### src/ubxnav_pkg.sv
package ubxnav_pkg;

    localparam logic [7:0] SYNC_1 = 8'hB5;
    localparam logic [7:0] SYNC_2 = 8'h62;

    localparam logic [7:0] CLS_NAV    = 8'h01;
    localparam logic [7:0] CLS_ACK    = 8'h05;
    localparam logic [7:0] ID_POSLLH  = 8'h02;
    localparam logic [7:0] ID_STATUS  = 8'h03;
    localparam logic [7:0] ID_SOL     = 8'h06;
    localparam logic [7:0] ID_PVT     = 8'h07;
    localparam logic [7:0] ID_VELNED  = 8'h12;
    localparam logic [7:0] ID_TIMEUTC = 8'h21;
    localparam logic [7:0] ID_ACK_ACK = 8'h01;
    localparam logic [7:0] ID_ACK_NAK = 8'h00;

    localparam logic [2:0] ST_BAD_SUM  = 3'd0;
    localparam logic [2:0] ST_NAV_CNT  = 3'd1;
    localparam logic [2:0] ST_NAV_UNC  = 3'd2;
    localparam logic [2:0] ST_ACK      = 3'd3;
    localparam logic [2:0] ST_NAK      = 3'd4;
    localparam logic [2:0] ST_IGNORED  = 3'd5;

    localparam logic [7:0] PAY_START = 8'd6;

    // payload bytes kept from one frame, grouped by their 4-byte word offset
    typedef struct packed {
        logic [31:0] w4;
        logic [31:0] w8;
        logic [31:0] w16;
        logic [31:0] w20;
        logic [31:0] w24;
        logic [31:0] w28;
        logic [31:0] w36;
        logic [7:0]  b44;
        logic [7:0]  b45;
        logic [7:0]  b47;
    } t_raw;

    typedef struct packed {
        logic       ok;
        logic [7:0] cls;
        logic [7:0] id;
        t_raw       raw;
    } t_frame;

    function automatic logic [16:0] pack_time(input logic [7:0] h, input logic [7:0] m,
                                              input logic [7:0] s);
        logic [4:0] hh;
        logic [5:0] mm;
        logic [5:0] ss;
        hh = (h > 8'd31) ? 5'd31 : h[4:0];
        mm = (m > 8'd63) ? 6'd63 : m[5:0];
        ss = (s > 8'd63) ? 6'd63 : s[5:0];
        return {hh, mm, ss};
    endfunction

endpackage

### src/ubxnav_front.sv
module ubxnav_front #(
    parameter int MAX_FRAME_BYTES = 128
) (
    input  logic                  i_clk,
    input  logic                  i_rst_n,
    input  logic                  i_valid,
    input  logic [7:0]            i_byte,
    output logic                  o_push,
    output ubxnav_pkg::t_frame    o_frame
);

    localparam logic [8:0] MAX_POS = 9'(MAX_FRAME_BYTES);

    logic               r_in_sync, n_in_sync;
    logic [7:0]         r_pos, n_pos;
    logic [7:0]         r_sum_a, n_sum_a;
    logic [7:0]         r_sum_b, n_sum_b;
    logic [7:0]         r_cls, n_cls;
    logic [7:0]         r_id, n_id;
    logic [15:0]        r_len, n_len;
    logic [7:0]         r_ck_a, n_ck_a;
    ubxnav_pkg::t_raw   r_raw, n_raw;

    logic [16:0] pay_end;
    logic [7:0]  off;
    logic [4:0]  bsel;
    logic        last;
    logic        in_pay;
    logic [8:0]  pos_inc;
    logic [7:0]  sa_new;

    assign pay_end = 17'(r_len) + 17'(ubxnav_pkg::PAY_START);
    assign off     = r_pos - ubxnav_pkg::PAY_START;
    assign bsel    = {off[1:0], 3'b000};
    assign last    = (r_pos >= 8'd7) && (17'(r_pos) == pay_end + 17'd1);
    assign in_pay  = (r_pos >= ubxnav_pkg::PAY_START) && (17'(r_pos) < pay_end);
    assign pos_inc = 9'(r_pos) + 9'd1;
    assign sa_new  = r_sum_a + i_byte;

    always_comb begin
        n_in_sync = r_in_sync;
        n_pos     = r_pos;
        n_sum_a   = r_sum_a;
        n_sum_b   = r_sum_b;
        n_cls     = r_cls;
        n_id      = r_id;
        n_len     = r_len;
        n_ck_a    = r_ck_a;
        n_raw     = r_raw;
        o_push    = 1'b0;
        o_frame.ok  = (r_ck_a == r_sum_a) && (i_byte == r_sum_b);
        o_frame.cls = r_cls;
        o_frame.id  = r_id;
        o_frame.raw = r_raw;
        if (i_valid) begin
            if (!r_in_sync) begin
                if (r_pos == 8'd0 && i_byte == ubxnav_pkg::SYNC_1) begin
                    n_pos = 8'd1;
                end else if (r_pos == 8'd1 && i_byte == ubxnav_pkg::SYNC_2) begin
                    n_in_sync = 1'b1;
                    n_pos     = 8'd2;
                    n_sum_a   = 8'd0;
                    n_sum_b   = 8'd0;
                    n_raw     = '0;
                end else begin
                    n_pos = 8'd0;
                end
            end else if (last) begin
                o_push    = 1'b1;
                n_in_sync = 1'b0;
                n_pos     = 8'd0;
            end else begin
                case (r_pos)
                    8'd2: n_cls = i_byte;
                    8'd3: n_id = i_byte;
                    8'd4: n_len[7:0] = i_byte;
                    8'd5: n_len[15:8] = i_byte;
                    default: ;
                endcase
                if (r_pos >= ubxnav_pkg::PAY_START && 17'(r_pos) == pay_end) begin
                    n_ck_a = i_byte;
                end
                if (in_pay) begin
                    case (off[7:2])
                        6'd1:  n_raw.w4[bsel +: 8]  = i_byte;
                        6'd2:  n_raw.w8[bsel +: 8]  = i_byte;
                        6'd4:  n_raw.w16[bsel +: 8] = i_byte;
                        6'd5:  n_raw.w20[bsel +: 8] = i_byte;
                        6'd6:  n_raw.w24[bsel +: 8] = i_byte;
                        6'd7:  n_raw.w28[bsel +: 8] = i_byte;
                        6'd9:  n_raw.w36[bsel +: 8] = i_byte;
                        6'd11: begin
                            case (off[1:0])
                                2'd0: n_raw.b44 = i_byte;
                                2'd1: n_raw.b45 = i_byte;
                                2'd3: n_raw.b47 = i_byte;
                                default: ;
                            endcase
                        end
                        default: ;
                    endcase
                end
                if (r_pos < ubxnav_pkg::PAY_START || in_pay) begin
                    n_sum_a = sa_new;
                    n_sum_b = r_sum_b + sa_new;
                end
                if (pos_inc >= MAX_POS) begin
                    n_in_sync = 1'b0;
                    n_pos     = 8'd0;
                end else begin
                    n_pos = pos_inc[7:0];
                end
            end
        end
    end

    always_ff @(posedge i_clk) begin
        if (!i_rst_n) begin
            r_in_sync <= 1'b0;
            r_pos     <= 8'd0;
            r_sum_a   <= 8'd0;
            r_sum_b   <= 8'd0;
        end else begin
            r_in_sync <= n_in_sync;
            r_pos     <= n_pos;
            r_sum_a   <= n_sum_a;
            r_sum_b   <= n_sum_b;
        end
        r_cls  <= n_cls;
        r_id   <= n_id;
        r_len  <= n_len;
        r_ck_a <= n_ck_a;
        r_raw  <= n_raw;
    end

endmodule

### src/ubxnav_queue.sv
module ubxnav_queue (
    input  logic               i_clk,
    input  logic               i_rst_n,
    input  logic               i_push,
    input  ubxnav_pkg::t_frame i_frame,
    output logic               o_full,
    input  logic               i_pop,
    output logic               o_empty,
    output ubxnav_pkg::t_frame o_frame
);

    ubxnav_pkg::t_frame r_mem [2];
    logic               r_wr, r_rd;
    logic [1:0]         r_count;

    assign o_full  = (r_count == 2'd2);
    assign o_empty = (r_count == 2'd0);
    assign o_frame = r_mem[r_rd];

    always_ff @(posedge i_clk) begin
        if (!i_rst_n) begin
            r_wr    <= 1'b0;
            r_rd    <= 1'b0;
            r_count <= 2'd0;
        end else begin
            if (i_push) begin
                r_wr <= ~r_wr;
            end
            if (i_pop) begin
                r_rd <= ~r_rd;
            end
            r_count <= r_count + 2'(i_push) - 2'(i_pop);
        end
        if (i_push) begin
            r_mem[r_wr] <= i_frame;
        end
    end

endmodule

### src/ubxnav_back.sv
module ubxnav_back (
    input  logic               i_clk,
    input  logic               i_rst_n,
    input  logic               i_q_empty,
    input  ubxnav_pkg::t_frame i_frame,
    output logic               o_q_pop,
    output logic               o_empty,
    input  logic               i_pop,
    output logic [2:0]         o_frame_status,
    output logic signed [31:0] o_latitude,
    output logic signed [31:0] o_longitude,
    output logic signed [31:0] o_altitude_msl,
    output logic [31:0]        o_ground_speed,
    output logic [7:0]         o_fix_kind,
    output logic [2:0]         o_fix_flags,
    output logic [7:0]         o_satellites,
    output logic [15:0]        o_position_dop,
    output logic [16:0]        o_utc_time,
    output logic [15:0]        o_good_count,
    output logic [15:0]        o_bad_count
);

    logic        r_valid;
    logic [2:0]  r_status, n_status;
    logic [31:0] r_lat, n_lat, r_lon, n_lon, r_alt, n_alt, r_speed, n_speed;
    logic [7:0]  r_fix, n_fix, r_sats, n_sats;
    logic [2:0]  r_flags, n_flags;
    logic [15:0] r_dop, n_dop, r_good, n_good, r_bad, n_bad;
    logic [16:0] r_time, n_time;
    logic        take;
    ubxnav_pkg::t_raw rw;

    assign take    = !i_q_empty && (!r_valid || i_pop);
    assign o_q_pop = take;
    assign rw      = i_frame.raw;

    always_comb begin
        n_lat = r_lat; n_lon = r_lon; n_alt = r_alt; n_speed = r_speed;
        n_fix = r_fix; n_sats = r_sats; n_flags = r_flags; n_dop = r_dop;
        n_time = r_time; n_good = r_good; n_bad = r_bad;
        n_status = ubxnav_pkg::ST_IGNORED;
        if (!i_frame.ok) begin
            n_bad    = r_bad + 16'd1;
            n_status = ubxnav_pkg::ST_BAD_SUM;
        end else if (i_frame.cls == ubxnav_pkg::CLS_NAV) begin
            unique case (i_frame.id)
                ubxnav_pkg::ID_PVT: begin
                    n_fix    = rw.w20[7:0];
                    n_sats   = rw.w20[31:24];
                    n_lon    = rw.w24;
                    n_lat    = rw.w28;
                    n_alt    = rw.w36;
                    n_time   = ubxnav_pkg::pack_time(rw.w8[7:0], rw.w8[15:8], rw.w8[23:16]);
                    n_good   = r_good + 16'd1;
                    n_status = ubxnav_pkg::ST_NAV_CNT;
                end
                ubxnav_pkg::ID_POSLLH: begin
                    n_lon    = rw.w4;
                    n_lat    = rw.w8;
                    n_alt    = rw.w16;
                    n_good   = r_good + 16'd1;
                    n_status = ubxnav_pkg::ST_NAV_CNT;
                end
                ubxnav_pkg::ID_STATUS: begin
                    n_flags  = {rw.w4[25:24], rw.w4[8]};
                    n_good   = r_good + 16'd1;
                    n_status = ubxnav_pkg::ST_NAV_CNT;
                end
                ubxnav_pkg::ID_SOL: begin
                    n_fix    = rw.w8[23:16];
                    n_dop    = {rw.b45, rw.b44};
                    n_sats   = rw.b47;
                    n_status = ubxnav_pkg::ST_NAV_UNC;
                end
                ubxnav_pkg::ID_TIMEUTC: begin
                    n_time   = ubxnav_pkg::pack_time(rw.w16[7:0], rw.w16[15:8],
                                                     rw.w16[23:16]);
                    n_status = ubxnav_pkg::ST_NAV_UNC;
                end
                ubxnav_pkg::ID_VELNED: begin
                    n_speed  = rw.w20;
                    n_status = ubxnav_pkg::ST_NAV_UNC;
                end
                default: n_status = ubxnav_pkg::ST_IGNORED;
            endcase
        end else if (i_frame.cls == ubxnav_pkg::CLS_ACK) begin
            unique case (i_frame.id)
                ubxnav_pkg::ID_ACK_ACK: n_status = ubxnav_pkg::ST_ACK;
                ubxnav_pkg::ID_ACK_NAK: n_status = ubxnav_pkg::ST_NAK;
                default:                n_status = ubxnav_pkg::ST_IGNORED;
            endcase
        end
    end

    always_ff @(posedge i_clk) begin
        if (!i_rst_n) begin
            r_valid <= 1'b0;
            r_lat <= '0; r_lon <= '0; r_alt <= '0; r_speed <= '0;
            r_fix <= '0; r_sats <= '0; r_flags <= '0; r_dop <= '0;
            r_time <= '0; r_good <= '0; r_bad <= '0;
        end else begin
            if (take) begin
                r_valid <= 1'b1;
                r_lat <= n_lat; r_lon <= n_lon; r_alt <= n_alt; r_speed <= n_speed;
                r_fix <= n_fix; r_sats <= n_sats; r_flags <= n_flags; r_dop <= n_dop;
                r_time <= n_time; r_good <= n_good; r_bad <= n_bad;
            end else if (i_pop) begin
                r_valid <= 1'b0;
            end
        end
        if (take) begin
            r_status <= n_status;
        end
    end

    assign o_empty        = !r_valid;
    assign o_frame_status = r_status;
    assign o_latitude     = r_lat;
    assign o_longitude    = r_lon;
    assign o_altitude_msl = r_alt;
    assign o_ground_speed = r_speed;
    assign o_fix_kind     = r_fix;
    assign o_fix_flags    = r_flags;
    assign o_satellites   = r_sats;
    assign o_position_dop = r_dop;
    assign o_utc_time     = r_time;
    assign o_good_count   = r_good;
    assign o_bad_count    = r_bad;

`ifndef ASSERT_OFF
    a_bad_counts: assert property (@(posedge i_clk) disable iff (!i_rst_n)
        take && !i_frame.ok |=> r_bad == $past(r_bad) + 16'd1 && r_good == $past(r_good))
        else $error("bad frame not counted");
    a_status_range: assert property (@(posedge i_clk) disable iff (!i_rst_n)
        r_valid |-> r_status <= ubxnav_pkg::ST_IGNORED)
        else $error("status out of range");
    a_hold: assert property (@(posedge i_clk) disable iff (!i_rst_n)
        r_valid && !i_pop |=> $stable(r_good) && $stable(r_bad) && $stable(r_status))
        else $error("waiting result changed");
    a_bad_status: assert property (@(posedge i_clk) disable iff (!i_rst_n)
        take && !i_frame.ok |=> r_status == ubxnav_pkg::ST_BAD_SUM)
        else $error("bad frame status wrong");
`endif

endmodule

### src/ubx_frame_receiver_nav_decoder_top.sv
// Frame receiver and navigation decoder for a UBX-style serial stream.
// Input channel: write one received byte on i_rx_byte with i_push; it is
// taken at a clock edge where i_push is high and o_full is low.
// Result channel: one item per completed frame (good or bad checksum).
// While o_empty is low, the status and the navigation record as it stands
// after that frame sit on the o_ ports; i_pop takes the item.
// Throughput: one byte per cycle while o_full is low. The framer handles
// each byte in the cycle it is taken; a two-entry frame queue feeds the
// decoder, which updates the record and loads the result register when
// that register is empty or being popped.
// Frames of up to MAX_FRAME_BYTES bytes are accepted; longer ones are
// dropped with no result.
// Reset clears sync, checksum, the record and both counters.
// When results are not popped, the queue fills; o_full then rises only
// once two finished frames are waiting behind the result register.
module ubx_frame_receiver_nav_decoder_top #(
    parameter int MAX_FRAME_BYTES = 128
) (
    input  logic               i_clk,
    input  logic               i_rst_n,
    input  logic               i_push,
    output logic               o_full,
    input  logic [7:0]         i_rx_byte,
    output logic               o_empty,
    input  logic               i_pop,
    output logic [2:0]         o_frame_status,
    output logic signed [31:0] o_latitude,
    output logic signed [31:0] o_longitude,
    output logic signed [31:0] o_altitude_msl,
    output logic [31:0]        o_ground_speed,
    output logic [7:0]         o_fix_kind,
    output logic [2:0]         o_fix_flags,
    output logic [7:0]         o_satellites,
    output logic [15:0]        o_position_dop,
    output logic [16:0]        o_utc_time,
    output logic [15:0]        o_good_count,
    output logic [15:0]        o_bad_count
);

    logic               f_push, q_empty, q_pop, q_full;
    ubxnav_pkg::t_frame f_frame, q_frame;

    assign o_full = q_full;

    ubxnav_front #(.MAX_FRAME_BYTES(MAX_FRAME_BYTES)) u_front (
        .i_clk(i_clk), .i_rst_n(i_rst_n),
        .i_valid(i_push && !q_full), .i_byte(i_rx_byte),
        .o_push(f_push), .o_frame(f_frame)
    );

    ubxnav_queue u_queue (
        .i_clk(i_clk), .i_rst_n(i_rst_n),
        .i_push(f_push), .i_frame(f_frame), .o_full(q_full),
        .i_pop(q_pop), .o_empty(q_empty), .o_frame(q_frame)
    );

    ubxnav_back u_back (
        .i_clk(i_clk), .i_rst_n(i_rst_n),
        .i_q_empty(q_empty), .i_frame(q_frame), .o_q_pop(q_pop),
        .o_empty(o_empty), .i_pop(i_pop),
        .o_frame_status(o_frame_status), .o_latitude(o_latitude),
        .o_longitude(o_longitude), .o_altitude_msl(o_altitude_msl),
        .o_ground_speed(o_ground_speed), .o_fix_kind(o_fix_kind),
        .o_fix_flags(o_fix_flags), .o_satellites(o_satellites),
        .o_position_dop(o_position_dop), .o_utc_time(o_utc_time),
        .o_good_count(o_good_count), .o_bad_count(o_bad_count)
    );

endmodule
### config.mk
export PLATFORM = sky130hd
export DESIGN_NAME = ubx_frame_receiver_nav_decoder_top
export DESIGN_NICKNAME = d
export VERILOG_FILES = /design/src/ubxnav_pkg.sv /design/src/ubxnav_front.sv /design/src/ubxnav_queue.sv /design/src/ubxnav_back.sv /design/src/ubx_frame_receiver_nav_decoder_top.sv
export SDC_FILE = /design/constraint.sdc
export NUM_CORES = 1
export LEC_CHECK = 0
export BUFFER_PORTS_ARGS = -buffer_cell sky130_fd_sc_hd__buf_4
export CELL_PAD_IN_SITES_DETAIL_PLACEMENT = 0
export CELL_PAD_IN_SITES_GLOBAL_PLACEMENT = 2
export CORE_MARGIN = 2
export CORE_UTILIZATION = 37
export CTS_BUF_LIST = sky130_fd_sc_hd__clkbuf_8 sky130_fd_sc_hd__clkbuf_16
export CTS_CLUSTER_DIAMETER = 50
export DETAILED_ROUTE_END_ITERATION = 16
export PLACE_DENSITY = 0.68
export SLEW_MARGIN = 0
export SYNTH_ARGS = -nofsm -noshare
export SYNTH_HDL_FRONTEND = slang
export SYNTH_HIERARCHICAL = 1
export SYNTH_SLANG_ARGS = --single-unit
### constraint.sdc
create_clock -name i_clk -period 21.5 [get_ports i_clk]
set_clock_uncertainty 0.05 [all_clocks]
set_input_delay 4.3 -clock i_clk [delete_from_list [all_inputs] [get_ports i_clk]]
set_output_delay 4.3 -clock i_clk [all_outputs]
set_load 0.02 [all_outputs]
# == Yosys cells after proc, flatten, opt, wreduce, memory -nomap -nowiden ==
# Memories as Yosys holds them, arrays and structs flattened. A register that Yosys moved wholly into a read port is not among the register bits.
# Cells that the tools add are included.
# totals
reg_bits,533
ram_bits,530
memories,1
inputBits,12
wordCells,224
# mem_list
name,depth,width,read_ports,rd_clocked_by_memory_dff,write_ports,line_no,text
u_queue.r_mem,2,265,1,1,1,ubxnav_queue.sv:12,ubxnav_pkg::t_frame r_mem [2];
# op_classes
bitwise_logic,4
eq_ne,46
muxes,66
magnitude_cmp,11
reduce_logical,48
n_shift,2
addsub,11
# op_table
cell,n
2-to-1 mux 248 bit,5
bitwise mux 32 bit,7
2-to-1 mux 32 bit,7
one-hot mux 32 bit (2 select lines),3
2-to-1 mux 8 bit,15
AND reduction 4 bit,12
AND reduction 6 bit,7
"== test 8 x 3 -> 1 bit, second input constant",5
== test 8 x 17 -> 1 bit,2
one-hot mux 17 bit (2 select lines),1
"adder 16 x 1 -> 16 bit, second input constant",2
"== test 8 x 2 -> 1 bit, second input constant",4
"> comparator 8 x 6 -> 1 bit, second input constant",4
one-hot mux 8 bit (2 select lines),2
"variable shift 8 x 7 -> 32 bit, first input constant",1
indexed part select 8 x 7 -> 32 bit,1
"!= test 2 bit, second input constant",14
"== test 6 x 3 -> 1 bit, second input constant",4
"== test 8 x 1 -> 1 bit, second input constant",3
2-to-1 mux 24 bit,1
2-to-1 mux 6 bit,4
AND reduction 7 bit,3
"adder 16 x 3 -> 17 bit, second input constant",1
"adder 17 x 1 -> 17 bit, second input constant",1
37 further kinds,79

# == Logic depth before layout (Yosys ltp) ==
# depth
ltp_word,9
mapped_depth,18
mapped_depth_nobuf,14

# == Cells and area by module ==
# The synthesis kept the hierarchy.
# modules_own_cells
mod,n_inst,cells_per_inst,area_each_um2
ubxnav_queue,1,845,19444.9
ubxnav_front,1,1376,15443.6
ubxnav_back,1,1088,9318.9
ubx_frame_receiver_nav_decoder_top,1,1,13.8

# == Worst setup path after synthesis ==
# OpenSTA, ideal clock, no wires.
# synth_path
path_kind,input to register
from,in i_push
to,reg u_queue.r_wr
slack_ns,3.606
t_arrival_ns,17.732
path_buffers,1
cell_stages,6
setup_time_ns,0.113
path_cell_list,nor2b_4 > clkbuf_1 > nand2_1 > nor4_1 > nor2b_1 > o21a_1
# synth_via
elab_chain_len,2
# synth_lines
item,line_no,text
"start, declared",ubx_frame_receiver_nav_decoder_top.sv:21,"input logic i_push,"
logical AND 1 bit,ubx_frame_receiver_nav_decoder_top.sv:47,".i_valid(i_push && !q_full), .i_byte(i_rx_byte),"
2-to-1 mux 1 bit,ubxnav_front.sv:55,if (i_valid) begin
named net f_push,ubx_frame_receiver_nav_decoder_top.sv:40,"logic f_push, q_empty, q_pop, q_full;"
"end signal, assigned",ubxnav_queue.sv:27,r_wr <= ~r_wr;
"end, declared",ubxnav_queue.sv:13,"logic r_wr, r_rd;"
# The timed path passes the listed nets, and every way through them passes these cells.
# A chain may end at the register's enable or synchronous reset.

# == Final worst setup path ==
# layout_path
from,in i_push
to,"mem u_queue/r_mem[0][92] in the netlist's numbering, enable pin"
# layout_via
elab_chain_len,4
# layout_lines
item,line_no,text
logical AND 1 bit,ubx_frame_receiver_nav_decoder_top.sv:47,
2-to-1 mux 1 bit,ubxnav_front.sv:55,
named net f_push,ubx_frame_receiver_nav_decoder_top.sv:40,
2-to-1 mux 1 bit,ubxnav_queue.sv:34,if (i_push) begin
2-to-1 mux 1 bit (implied by the code),ubxnav_queue.sv:35,r_mem[r_wr] <= i_frame;
"end, declared",ubxnav_queue.sv:12,
# The timed path passes the listed nets, and every way through them passes these cells.

==> run_results.csv <==
group,metric,value,unit
place,gp_congestion,0.822,
synth,ys_top_cells_by_area,"edfxtp_1 56%, dfxtp_1 11%, mux2_2 6.8%",
synth,netlist-cell-type-count,83,
job,maxCapViolCount,0,
layout,diodes,0,
critical_path,crit_type,"in -> reg",
place,placed_area,0.0471,mm²
critical_path,required,21.79,ns
cts,cts_tree,"done",
outcome,status,"finished clean",
synth,synth_most_common_cell,"edfxtp_1",
critical_path,worstPathArrival,8.98,ns
synth,netlist_area,0.0442,mm²
layout,n_fill_cell,10800,
synth,yosys-top-cells-count,"821 x edfxtp_1, 307 x a21oi_1, 294 x nand2_1",
critical_path,critPathCaptureType,"register",
cts,holdBufCountCts,0,
synth,synth_top_family_by_area,"simple AND/OR/NAND/NOR gates",
cts,cts.path.max_buffers,3,
cts,clkTransAtPathRegs,0.05,ns
drt,vias_per_cell,5.29,
drt,wl,118,mm
synth,synthMuxAreaShare,8.90,%
die,dieArea,0.122,mm²
sta,finalSetupTns,0,ns
synth,synth_edf_count,821,
drt,ant_nets,0,
cts,post_cts_resized,0,
critical_path,critPathMaxFanout,75,
synth,syn_area_per_cell,13.4,µm²
cts,cts_setup_buffers,0,
critical_path,critical_path.slowest_cell,"buf_4",
drt,drc,0,
sta,timing.final.crit_share,40.4,%
pwr,vdd_drop_max,0.0799,mV
critical_path,path_cells,"buf_4 > nor2b_4 > nand2_1 > nor4_1 > nor2b_4 > buf_4 > buf_4 > buf_4",
die,die_y,350,µm
drt,routedWlPerCell,23.1,µm
die,rows,126,
pwr,p_leak,17.9,nW
synth,ys_ff_latch,1064,
sta,finalSetupViolations,0,
sta,worstMarginPinSlew,1.31,ns
synth,synth_compound_area_share,7.63,%
critical_path,start_kind,"input pin",
synth,seq_area_frac_synth,66.8,%
place,post-dp-hpwl,73.4,mm
layout,final_cell_area,0.0514,mm²
grt,grt_usage,19.1,%
synth,synth_async_sr_flop_share,0,%
synth,synth_xor_area_share,1.81,%
grt,grt_pass1_wl,174,mm
cts,clk_latency,0.72,ns
layout,area_growth,16.2,%
hold_path,min_path_type,"reg -> reg",
layout,fin_nets,3539,
layout,fin_util,43.5,%
sta,fmax,115,MHz
critical_path,max_stage_delay,0.92,ns
cts,htree_levels,4,
cts,clock-sinks,1064,
grt,overflow,0,
synth,synthSimpleGateAreaFrac,10.9,%
layout,regArea,0.0295,mm²
place,io_buffers,228,
cts,cts-root-buf,"clkbuf_16",
critical_path,cpMostUsedCell,"buf_4",
synth,synthAdderAreaFrac,1.11,%
die,io_pins,229,
drt,drt_iter0_drc,2100,
grt,grt_max_degree,190,
sta,rsz0062_at_grt,"no",
sta,finalMaxSlewViolations,0,
critical_path,cpLargestDelayFamily,"buffers and inverters",
synth,yosysTopAreaCellShare,55.8,%
die,initial_core_util,37.4,%
synth,synth_flop_cell,"edfxtp_1",
die,coreArea,0.118,mm²
sta,hold_violations,0,
die,fp.dieW,350,µm
drt,first_pass_iters,6,
critical_path,cp.buffers_inverters,4,
layout,multi_input_area,0.0135,mm²
drt,vias,27100,
sta,relSlewSlack,11.9,%
synth,syn_nets,3360,
grt,antenna_found_initial,2,
synth,syn_inst,3310,
sta,layout_min_cycle_time,8.69,ns
synth,synth.yosys.warnings,6,
cts,cts_made_buffers,132,
layout,drive_gt1_share,21.5,%
pwr,p_per_area,98.3,mW/mm²
synth,synth_top_cell_by_area,"edfxtp_1",
grt,first_global_vias,27100,
[final timing paths]
path	slack (ns)	from	cells after the start	endpoint
worst max-delay path	12.81	i_push	8	u_queue/r_mem[0][92]
worst min-delay path	0.39	u_front/o_frame[14]	0	u_queue/r_mem[0][14]
worst max register to register	13.23	u_front/r_len[1]	13	u_queue/r_mem[0][92]
worst min register to register	0.39	u_front/o_frame[14]	0	u_queue/r_mem[0][14]
[metal layers]
layer / GRT usage, % / share of wire (%)
met2: 31.2 / 48
met1: 25.9 / 45
met4: 6.24 / 2.8
met5: 0 / 0
met3: 3.02 / 4.7
[cells by family (layout without fill, tap and decap cells)]
group / count (synthesis) / count (layout)
flops: 1064 / 1064
simple gates: 967 / 967
compound gates: 544 / 544
buf+inv: 249 / 537
fa+ha+maj: 38 / 38
xor+xnor: 88 / 88
mux: 360 / 360
[area by class of cell]
cell class / count / area share [%]
timing repair buffer: 263 / 3.87
tap: 1536 / 3.74
clock inverter: 103 / 1.63
inverter: 31 / 0.246
clock buffer: 140 / 6.71
sequential: 1064 / 57.5
multi-input combinational: 1997 / 26.4
[worst reg2reg max path, delay by kind of cell, from the launching register on]
family | cells | cell delay, ns
AND/OR/NAND/NOR | 6 | 3.19
flip-flops | 1 | 0.82
XOR/XNOR | 2 | 0.32
buffers and inverters | 4 | 2.92
adder cells (fa/ha/maj) | 1 | 0.53
[placed cells by master (no fill, tap or decap), types with 54 or more instances in the layout]
master     count
a211oi_1      77
a21oi_1      303
buf_4        262
clkbuf_16    135
dfxtp_1      242
edfxtp_1     821
inv_1         54
mux2_2       266
mux2i_1       94
nand2_1      293
nand2b_1     179
nand3_1       63
nor2_1       204
xnor2_1       54
[where the power goes]
group	switching [W]	internal, W
logic	0.000355	0.000237
registers	0.0000522	0.00227
clock network	0.000864	0.00128
[registers in the layout, indices dropped and copies added, names as in the netlist, 17 cells and up, named ones only]
signal	flops
u_queue/r_mem	530
u_front/o_frame	248
u_back/o_altitude_msl	32
u_back/o_ground_speed	32
u_back/o_latitude	32
u_back/o_longitude	32
u_back/o_utc_time	17
[through the flow]
step                      total power [W]  hold slack, ns  cells  setup WS, ns
after floorplan                   0.00280           0.371   3310          3.61
after global placement            0.00295           0.374   4891         12.25
after detailed placement          0.00296           0.381   4891         12.12
after CTS                         0.00512           0.392   5134         12.91
after global routing              0.00525           0.400   5134         12.53
final                             0.00505           0.394   5134         12.81
(Power assumes the default switching activity.)
